==> config.mk <==
export PLATFORM = sky130hd
export DESIGN_NAME = fbf_ctrl
export DESIGN_NICKNAME = d
export VERILOG_FILES = /design/src/sv/fbf_pkg.sv /design/src/sv/fbf_ctrl.sv
export SDC_FILE = /design/constraint.sdc
export NUM_CORES = 1
export LEC_CHECK = 0
export ABC_AREA = 1
export BUFFER_PORTS_ARGS = -buffer_cell sky130_fd_sc_hd__buf_2
export CORE_UTILIZATION = 40
export CTS_CLUSTER_DIAMETER = 200
export DETAILED_ROUTE_END_ITERATION = 8
export SYNTH_ARGS = -nofsm -noshare
export SYNTH_HDL_FRONTEND = slang
export SYNTH_SLANG_ARGS = --single-unit
==> constraint.sdc <==
create_clock -name clk -period 1.95 [get_ports clk]
set_input_delay 0.39 -clock clk [delete_from_list [all_inputs] [get_ports clk]]
set_output_delay 0.39 -clock clk [all_outputs]
set_load 0.01 [all_outputs]
==> src/sv/fbf_pkg.sv <==
// ----------------------------------------------------------------------------
// fbf_pkg: shared types and constants of the frontier bellman-ford block
// Sizes of the edge, row and vertex stores, item codes, and the command and
// status groups between the controller and the datapath.
// ----------------------------------------------------------------------------
`default_nettype none

package fbf_pkg;

  localparam int MAX_VERTICES = 1024;
  localparam int MAX_EDGES    = 8192;
  localparam int WEIGHT_BITS  = 16;

  localparam int VA_W  = $clog2(MAX_VERTICES);      // vertex index
  localparam int VC_W  = $clog2(MAX_VERTICES + 1);  // vertex count
  localparam int EA_W  = $clog2(MAX_EDGES);         // edge index
  localparam int EC_W  = $clog2(MAX_EDGES + 1);     // edge count
  localparam int RA_W  = $clog2(MAX_VERTICES + 1);  // row start index
  localparam int DIST_W = 32;

  localparam logic signed [DIST_W-1:0] DIST_INF = 32'sd1000000;

  localparam logic [VC_W-1:0] VC_RESET  = VC_W'(MAX_VERTICES);

  // register index carried by paddr[2]
  localparam logic REG_VERTEX_COUNT  = 1'b0;
  localparam logic REG_SOURCE_VERTEX = 1'b1;

  typedef enum logic [1:0] {
    KIND_LOAD = 2'd0,
    KIND_RUN  = 2'd1,
    KIND_READ = 2'd2
  } kind_t;

  typedef enum logic [1:0] {
    MODE_PASS     = 2'd0,
    MODE_CHK_NEXT = 2'd1,
    MODE_CHK_ALL  = 2'd2
  } mode_t;

  typedef struct packed {
    logic  capture;
    logic  ld_check;
    logic  ld_fill;
    logic  ld_commit;
    logic  rd_issue;
    logic  out_read;
    logic  out_sum;
    logic  init_step;
    logic  src_set;
    logic  pass_start;
    logic  clr_step;
    logic  u_zero;
    logic  v_lo;
    logic  v_hi;
    logic  e_dist;
    logic  e_eval;
    logic  v_next;
    logic  sel_flip;
    mode_t mode;
  } cmd_t;

  typedef struct packed {
    logic drop;
    logic fill_more;
    logic u_last;
    logic nv_gt1;
    logic go_edges;
    logic edge_last;
    logic relax_hit;
    logic improved;
    logic last_pass;
    logic out_free;
  } stat_t;

endpackage

`default_nettype wire

==> src/sv/fbf_ctrl.sv <==
// ----------------------------------------------------------------------------
// fbf_ctrl: sequencer of the frontier bellman-ford block
// Walks edge loads, vertex reads and runs (init sweep, passes, cycle checks)
// and issues one command group a cycle to the datapath.
// ----------------------------------------------------------------------------
`default_nettype none

module fbf_ctrl
  import fbf_pkg::*;
(
  input  wire logic       clk,
  input  wire logic       rst,
  input  wire logic       in_valid,
  input  wire logic [1:0] kind,
  output logic            in_stall,
  output cmd_t            cmd,
  input  wire stat_t      stat
);

  typedef enum logic [18:0] {
    S_IDLE       = 19'h00001,
    S_LD_CHECK   = 19'h00002,
    S_LD_FILL    = 19'h00004,
    S_RD_ISSUE   = 19'h00008,
    S_RD_WAIT    = 19'h00010,
    S_INIT       = 19'h00020,
    S_SRC        = 19'h00040,
    S_PASS_START = 19'h00080,
    S_CLR        = 19'h00100,
    S_V_ISSUE    = 19'h00200,
    S_V_LO       = 19'h00400,
    S_V_HI       = 19'h00800,
    S_E_ISSUE    = 19'h01000,
    S_E_DIST     = 19'h02000,
    S_E_EVAL     = 19'h04000,
    S_V_NEXT     = 19'h08000,
    S_PASS_END   = 19'h10000,
    S_FIN        = 19'h20000,
    S_DONE       = 19'h40000
  } state_t;

  state_t state, state_next;
  mode_t  mode, mode_next;

  always_ff @(posedge clk) begin
    if (rst) begin
      state <= S_IDLE;
      mode  <= MODE_PASS;
    end else begin
      state <= state_next;
      mode  <= mode_next;
    end
  end

  assign in_stall = (state != S_IDLE);

  always_comb begin
    cmd        = '0;
    cmd.mode   = mode;
    state_next = state;
    mode_next  = mode;
    unique case (state)
      S_IDLE: begin
        if (in_valid) begin
          cmd.capture = 1'b1;
          unique case (kind)
            KIND_LOAD: state_next = S_LD_CHECK;
            KIND_RUN: begin
              state_next = S_INIT;
              mode_next  = MODE_PASS;
            end
            KIND_READ: state_next = S_RD_ISSUE;
            default:   state_next = S_IDLE;
          endcase
        end
      end
      S_LD_CHECK: begin
        cmd.ld_check = 1'b1;
        state_next   = stat.drop ? S_IDLE : S_LD_FILL;
      end
      S_LD_FILL: begin
        if (stat.fill_more) begin
          cmd.ld_fill = 1'b1;
        end else begin
          cmd.ld_commit = 1'b1;
          state_next    = S_IDLE;
        end
      end
      S_RD_ISSUE: begin
        cmd.rd_issue = 1'b1;
        state_next   = S_RD_WAIT;
      end
      S_RD_WAIT: begin
        // the registered read data is not held, so reissue the read while stalled
        if (stat.out_free) begin
          cmd.out_read = 1'b1;
          state_next   = S_IDLE;
        end else begin
          state_next = S_RD_ISSUE;
        end
      end
      S_INIT: begin
        cmd.init_step = 1'b1;
        if (stat.u_last) state_next = S_SRC;
      end
      S_SRC: begin
        cmd.src_set = 1'b1;
        state_next  = stat.nv_gt1 ? S_PASS_START : S_FIN;
      end
      S_PASS_START: begin
        cmd.pass_start = 1'b1;
        state_next     = S_CLR;
      end
      S_CLR: begin
        cmd.clr_step = 1'b1;
        if (stat.u_last) state_next = S_V_ISSUE;
      end
      S_V_ISSUE: state_next = S_V_LO;
      S_V_LO: begin
        cmd.v_lo   = 1'b1;
        state_next = S_V_HI;
      end
      S_V_HI: begin
        cmd.v_hi   = 1'b1;
        state_next = stat.go_edges ? S_E_ISSUE : S_V_NEXT;
      end
      S_E_ISSUE: state_next = S_E_DIST;
      S_E_DIST: begin
        cmd.e_dist = 1'b1;
        state_next = S_E_EVAL;
      end
      S_E_EVAL: begin
        cmd.e_eval = 1'b1;
        priority if (mode != MODE_PASS && stat.relax_hit) state_next = S_DONE;
        else if (stat.edge_last) state_next = S_V_NEXT;
        else state_next = S_E_ISSUE;
      end
      S_V_NEXT: begin
        priority if (!stat.u_last) begin
          cmd.v_next = 1'b1;
          state_next = S_V_ISSUE;
        end else if (mode == MODE_PASS) begin
          state_next = S_PASS_END;
        end else if (mode == MODE_CHK_NEXT) begin
          state_next = S_FIN;
        end else begin
          state_next = S_DONE;
        end
      end
      S_PASS_END: begin
        priority if (stat.improved && stat.last_pass) begin
          cmd.u_zero = 1'b1;
          mode_next  = MODE_CHK_NEXT;
          state_next = S_V_ISSUE;
        end else if (!stat.improved) begin
          state_next = S_FIN;
        end else begin
          cmd.sel_flip = 1'b1;
          state_next   = S_PASS_START;
        end
      end
      S_FIN: begin
        if (stat.last_pass) begin
          cmd.u_zero = 1'b1;
          mode_next  = MODE_CHK_ALL;
          state_next = S_V_ISSUE;
        end else begin
          state_next = S_DONE;
        end
      end
      S_DONE: begin
        if (stat.out_free) begin
          cmd.out_sum = 1'b1;
          state_next  = S_IDLE;
        end
      end
      default: state_next = S_IDLE;
    endcase
  end

endmodule

`default_nettype wire

== After elaboration in Yosys (flattened, before gate mapping) ==
Index checks and enable logic that the tools add are counted.
Operators by class
  divide/modulo/power cells: 0
  $mul: 0
  order comparisons: 0
  bitwise logic cells: 0
  equality and inequality tests: 31
  add/sub/neg operators: 0
  muxes and demuxes: 50
  shift operators: 0
  reductions and logical operators: 8
Operators by type and width (count)
  one-hot mux 19 bit (19 select lines): 1
  2-to-1 mux 19 bit: 10
  2-to-1 mux 18 bit: 3
  2-to-1 mux 16 bit: 2
  2-to-1 mux 1 bit: 24
  equality test 19 x 1 -> 1 bit (second input constant): 1
  equality test 19 x 10 -> 1 bit (second input constant): 1
  equality test 19 x 11 -> 1 bit (second input constant): 1
  equality test 19 x 12 -> 1 bit (second input constant): 1
  equality test 19 x 13 -> 1 bit (second input constant): 1
  equality test 19 x 14 -> 1 bit (second input constant): 1
  equality test 19 x 15 -> 1 bit (second input constant): 1
  equality test 19 x 16 -> 1 bit (second input constant): 1
  equality test 19 x 17 -> 1 bit (second input constant): 1
  equality test 19 x 18 -> 1 bit (second input constant): 1
  equality test 19 bit (second input constant): 1
  equality test 19 x 2 -> 1 bit (second input constant): 1
  equality test 19 x 3 -> 1 bit (second input constant): 1
  equality test 19 x 4 -> 1 bit (second input constant): 1
  equality test 19 x 5 -> 1 bit (second input constant): 1
  equality test 19 x 6 -> 1 bit (second input constant): 1
  equality test 19 x 7 -> 1 bit (second input constant): 1
  equality test 19 x 8 -> 1 bit (second input constant): 1
  equality test 19 x 9 -> 1 bit (second input constant): 1
  16 further kinds: 30
Storage, ports and cells
  memory bits (read-only): 0
  bits in registers: 21
  input port bits: 15
  output and inout bits: 21
  word-level logic and storage cells: 91
  memory bits (writable): 0
  bits in latches: 0
  memories: 0

== Logic depth before layout (Yosys ltp) ==
Gate-level depths: netlist of the first run.
  depth in word-level cells: 5
  depth in mapped cells: 13
  depth with buffers taken out: 12

== Least setup slack after synthesis of the first run ==
No wires, ideal clock.
  path type: reg2out
  from: reg state[18]
  to: out cmd[7] (netlist name)
  path slack: 0.251 ns
  cell stages (with the launch flop): 6
  path buffers: 0
  data required time: 1.560 ns
  data arrival time: 1.309 ns
  cells stage by stage: dfxtp_1 > nor2_2 > nand2_4 > nor2_8 > nand2_4 > nor4_1
RTL lines
  start: declaration: line fbf_ctrl.sv:42  | state_t state, state_next;
  start signal: assignment: line fbf_ctrl.sv:50  | state <= state_next;
  end: declaration: line fbf_ctrl.sv:16  | output cmd_t cmd,

==> summary.txt, run 1 <==
Status
  – Status: finished with violations
  – Failing checks: setup timing

STA
  – Final setup skew: 1.62 ps
  – Final Critical Period: 2010 ps
  – Fin Hold WS: 357 ps
  – Final setup vio count: 7
  – Slew @ Worst Pin: 484 ps
  – Total negative slack: -216 ps
  – Unrepaired setup endpoints after global routing: true
  – Max-slew headroom: 67.4%
  – Hold Fails Final Rpt: 0
  – FMAX: 497 MHz
  – Fin. max-slew vios: 0
  – Period Utilization, post-route: 103%
  – Final WS setup: -61.9 ps

Route
  – Pre-Repair DR Iteration Count: 4
  – Antenna-violating nets left: 0
  – DRC violation count after routing: 0
  – Routed vias: 1808
  – Via density: 4.86
  – Wirelength per Cell: 12.5 microns
  – Starting DRT DRC Count: 71
  – Routed wire length: 4.66 mm

Pwr
  – VDD IR-drop max: 0.000863 V
  – Pleak: 0.00125 uW
  – PwrDens: 1040 nW/um^2

Floorplanning
  – Num rows: 23
  – Core box area: 4000 sq um
  – Chip Width: 66.6 microns
  – Die Area: 4440 sq um
  – Num ports: 36
  – Die Ht: 66.6 microns
  – Starting Density: 41.8%

Placement
  – Post-Place Cells: 345
  – # port buffers: 35
  – GP Congestion: 0.840
  – HPWL after DPL: 3.34 mm
  – Dpl cell area: 1920 sq um

GRT
  – Largest net degree at the start of global routing: 14
  – Initial antenna violation count: 0
  – Vias in the first global route: 1540
  – Gr ovfl total: 0
  – Gr usage total: 21.0%
  – Global-route wire length before repair: 6.98 mm

Logic synthesis
  – Yosys Warn Count: 0
  – Top cells by instance count after synthesis: inv_1, nand2_1, nor2_1
  – Syn Area/Cell: 6.50 sq um
  – Main combinational cell family by area after synthesis: simple AND/OR/NAND/NOR gates
  – Mux contribution to synthesized area: 0%
  – Main synth FF type: dfxtp_1
  – Post-synthesis adder-cell area fraction: 0%
  – Synth top area cells: dfxtp_1, inv_1, nand2_1, nor2_1, nand3_2
  – Post-synth top area cell: dfxtp_1
  – Synth Area in Compound Gates: 5.62%
  – XOR/XNOR Fraction of Synth Area: 0%
  – Post-synth EDFFs: 0
  – Seq/Total Area, Yosys: 25.2%
  – Synth async-reset ratio: 0%
  – Distinct cells, synth: 28
  – Number of synthesized register bits: 21
  – Mapped Cells: 257
  – Post-Syn Nets: 272
  – Simple-gate share of the synthesized area: 53.9%
  – Top cell type's share of synthesized area: 25.2%
  – Count leader, synth: inv_1
  – Cell Area, Synth: 1670 sq um

Hold path
  – Worst hold path type: in2reg
  – Hold Crit Depth: 3

Worst setup path
  – Critical Path End Type: primary output
  – Crit Path Max Fanout: 4
  – Type of origin of the critical path: register
  – Worst-case reg-to-reg path depth: 13
  – CP arrival: 1620 ps
  – Worst EP required: 1560 ps
  – Setup CP Type: reg2out

Finish
  – Finished Layout Cells: 372
  – Final Util: 60.3%
  – Antenna Diode Count: 0
  – Nets: 338
  – Synth-to-Final Area Change: 44.3%
  – Layout cell share with drive strength beyond 1: 50.6%
  – Final Cell Area: 2410 sq um

Clock tree
  – Reg clk slew, reported paths: 80 ps
  – CTS Buffer Depth: 2
  – H-tree depth: 1
  – Root Buffer: clkbuf_8
  – Worst-Skew Late Latency: 270 ps
  – CTS tree: yes
  – Clock sinks: 21
  – Num CTS Buffers: 3

Job
  – Max Cap Viol: 0
-- routing by layer --
metal	global-route usage (%)	vias to the layer above	part of all wire [%]
met1	28.0	818	46
met3	2.05	7	3.9
met2	35.6	41	48
met5	0	-	0
met4	5.32	0	1.6
li1	-	942	-
-- worst max-delay path, cell delays in order, from the launching register on --
cell,delay [ps]
dfxtp_4,360
nor2_4,130
nand2_4,70
nor2_4,180
nand2_2,130
nor4_4,300
buf_2,180
-- final cells by class --
type / count / area [sq um]
clock buffers: 3 / 41.3
well taps: 50 / 62.6
multi-input cells: 175 / 1200
inverters: 58 / 228
fillers: 381 / 1590
clock inverters: 1 / 7.51
flip-flops and latches: 21 / 443
repair buffers: 64 / 432
-- power by group --
part / switching, uW / internal, uW
clock network: 162 / 145
logic: 1040 / 651
registers: 48.2 / 477
total: 1250 / 1270
-- flip-flops by register name, summed over array words and instances, names as in the netlist --
signal	cells
state	19
mode	2
-- cell families after synthesis --
group                  count (synthesis)
AND/OR/NAND/NOR                      157
AO/OA/AOI/OAI                         18
flip-flops                            21
buffers and inverters                 61
-- final timing paths --
check	from	to	slack, ps
worst min-delay path	stat[6]	state[7]	360
worst max register to register	state[13]	state[0]	170
worst max-delay path	state[13]	cmd[10]	-60
worst min register to register	mode[1]	mode[1]	510
-- timing repair --
action                                  in CTS  in global routing
buffers inserted                            13                 10
endpoints found under the setup margin      12                 18
hold buffers                                 0                  0
pin swaps                                   17                 19
gates resized for setup                     32                 39
-- placed cells by master, fill, tap and decap left out, types with 2 or more instances in the layout --
cell,synthesis,final
buf_2,1,32
dfxtp_4,0,3
buf_4,0,26
clkbuf_8,0,3
nand3b_1,2,2
nand3_4,1,6
nand3_1,17,8
nor3_2,0,2
buf_6,1,5
nand4_1,7,7
inv_4,1,4
nor2_4,8,12
inv_1,44,39
dfxtp_2,0,9
inv_2,13,15
nor3_1,17,14
nand3_2,10,14
nand2_4,6,8
nor2_1,34,26
nor4_4,0,2
nand2_1,39,35
o21ai_0,10,9
nor2_2,2,6
dfxtp_1,21,9
a21oi_1,6,6
nand2_2,7,9
-- metrics by stage --
step / setup WS (ps) / power (uW)
floorplan: 251 / 1510
global placement: 95.3 / 1730
detailed placement: 93.6 / 1730
CTS: -23.6 / 2210
global route: -160 / 2700
finish: -61.9 / 2520
Note: power is estimated with default switching activity, not from simulation.
==> inputs of run 2 (changes only) <==
CTS_CLUSTER_SIZE = 14   (was not set)
TNS_END_PERCENT = 30   (was not set)
==> summary.txt, run 2 (synthesized netlist as in run 1, its figures left out) <==
GRT
  – Gr usage total: 20.8%
  – Largest net degree at the start of global routing: 14
  – Global-route wire length before repair: 6.93 mm
  – Initial antenna violation count: 0
  – Gr ovfl total: 0
  – Vias in the first global route: 1515

STA
  – Final Critical Period: 2030 ps
  – Final setup skew: 2.57 ps
  – Unrepaired setup endpoints after global routing: true
  – Max-slew headroom: 67.9%
  – Hold Fails Final Rpt: 0
  – Period Utilization, post-route: 104%
  – Final WS setup: -83.7 ps
  – FMAX: 492 MHz
  – Slew @ Worst Pin: 477 ps
  – Fin. max-slew vios: 0
  – Final setup vio count: 3

Clock tree
  – Num CTS Buffers: 3
  – CTS Buffer Depth: 2
  – CTS tree: yes
  – Clock sinks: 21
  – Root Buffer: clkbuf_8
  – CTS Hold Bufs: 0
  – Reg clk slew, reported paths: 80 ps
  – H-tree depth: 1
  – Worst-Skew Late Latency: 270 ps

Finish
  – Fillers: 394
  – Final Cell Area: 2280 sq um
  – Most frequent cells in the layout: inv_1, nand2_1, buf_2, nor2_1
  – Top Registers: state: 19 flops, mode: 2 flops
  – Most flops, register: state
  – Nets: 328
  – Synth-to-Final Area Change: 36.8%
  – Layout cell share with drive strength beyond 1: 47.1%
  – Largest register FFs: 19
  – Commonest non-fill, non-tap cell in the layout: inv_1
  – Antenna Diode Count: 0

Floorplanning
  – Num rows: 23
  – Num ports: 36
  – Starting Density: 41.8%
  – Die Area: 4440 sq um
  – Die Ht: 66.6 microns
  – Core box area: 4000 sq um
  – Chip Width: 66.6 microns

Worst setup path
  – Worst EP required: 1560 ps
  – RR Endpoint: state[5]
  – Critical Path End Type: primary output
  – Type of origin of the critical path: register
  – R2R Path Start: state[3]
  – R2R Setup Slk: 200 ps
  – Worst-case reg-to-reg path depth: 12
  – CP arrival: 1640 ps
  – Crit Path Max Fanout: 4
  – Setup CP Type: reg2out

Route
  – Routed vias: 1775
  – Pre-Repair DR Iteration Count: 4
  – Routed wire length: 4.61 mm
  – Via density: 4.90
  – Antenna-violating nets left: 0
  – Starting DRT DRC Count: 89
  – Wirelength per Cell: 12.7 microns
  – DRC violation count after routing: 0

Hold path
  – Hold Crit Depth: 3
  – Worst hold endpoint: state[7]
  – Worst hold path type: in2reg
  – Worst Min Path Start: stat[6]

Status
  – Status: finished with violations
  – Failing checks: setup timing

Placement
  – # port buffers: 35
  – HPWL after DPL: 3.34 mm
  – Dpl cell area: 1920 sq um
  – GP Congestion: 0.840

Pwr
  – VDD IR-drop max: 0.000807 V
  – PwrDens: 1040 nW/um^2
  – Final Power: 2370 uW
  – Pleak: 0.00119 uW

Job
  – Max Cap Viol: 0
==> run 2: per-layer routing <==
layer	GRT usage, %	share of wire [%]	vias to the layer above
met1	28.0	45	803
li1	-	-	924
met5	0	0	-
met3	2.05	4.4	5
met2	35.0	50	43
met4	5.32	0.89	0
==> run 2: worst max-delay path by stage <==
stage,slack [ps],endpoint,startpoint,depth (start not counted)
floorplan,250,cmd[7],state[18],5
global placement,100,cmd[8],state[12],8
detailed placement,90,cmd[8],state[15],8
CTS,-20,cmd[8],state[11],10
global route,-160,cmd[10],state[13],6
finish,-80,cmd[10],state[13],6
==> run 2: per-stage QoR <==
step	setup TNS, ps	util, %	setup WS [ps]	hold WS, ps	instances
after floorplan	0	-	251	503	257
after global placement	0	47.9	95.3	483	345
after detailed placement	0	47.9	93.6	488	345
after CTS	-91.4	53.2	-24.5	365	359
after global routing	-934	57.1	-159	371	362
final	-148	57.1	-83.7	364	362
==> run 2: repair_timing <==
action / in CTS / in global routing
gates resized for setup: 26 / 34
pin swaps: 14 / 15
setup buffers: 10 / 3
endpoints found under the setup margin: 12 / 19
==> run 2: final cells by class <==
class                           count  area, sq um  share of cell area (%)
Inverter                           58          223                    9.75
Sequential cell                    21          445                    19.5
Clock buffer                        3         41.3                    1.81
Multi-Input combinational cell    175         1160                    50.8
Timing Repair Buffer               54          344                    15.1
Clock inverter                      1         7.51                   0.329
Tap cell                           50         62.6                    2.74
==> run 2: critical path: stages (launching register included) <==
cell and delay (ps):
dfxtp_4 360, nor2_4 130, nand2_4 80, nor2_4 180, nand2_2 140, nor4_4 300
buf_2 180
==> run 2: report_power, final <==
part / internal, uW / switching [uW]
logic: 575 / 963
clock network: 145 / 156
registers: 476 / 51.0
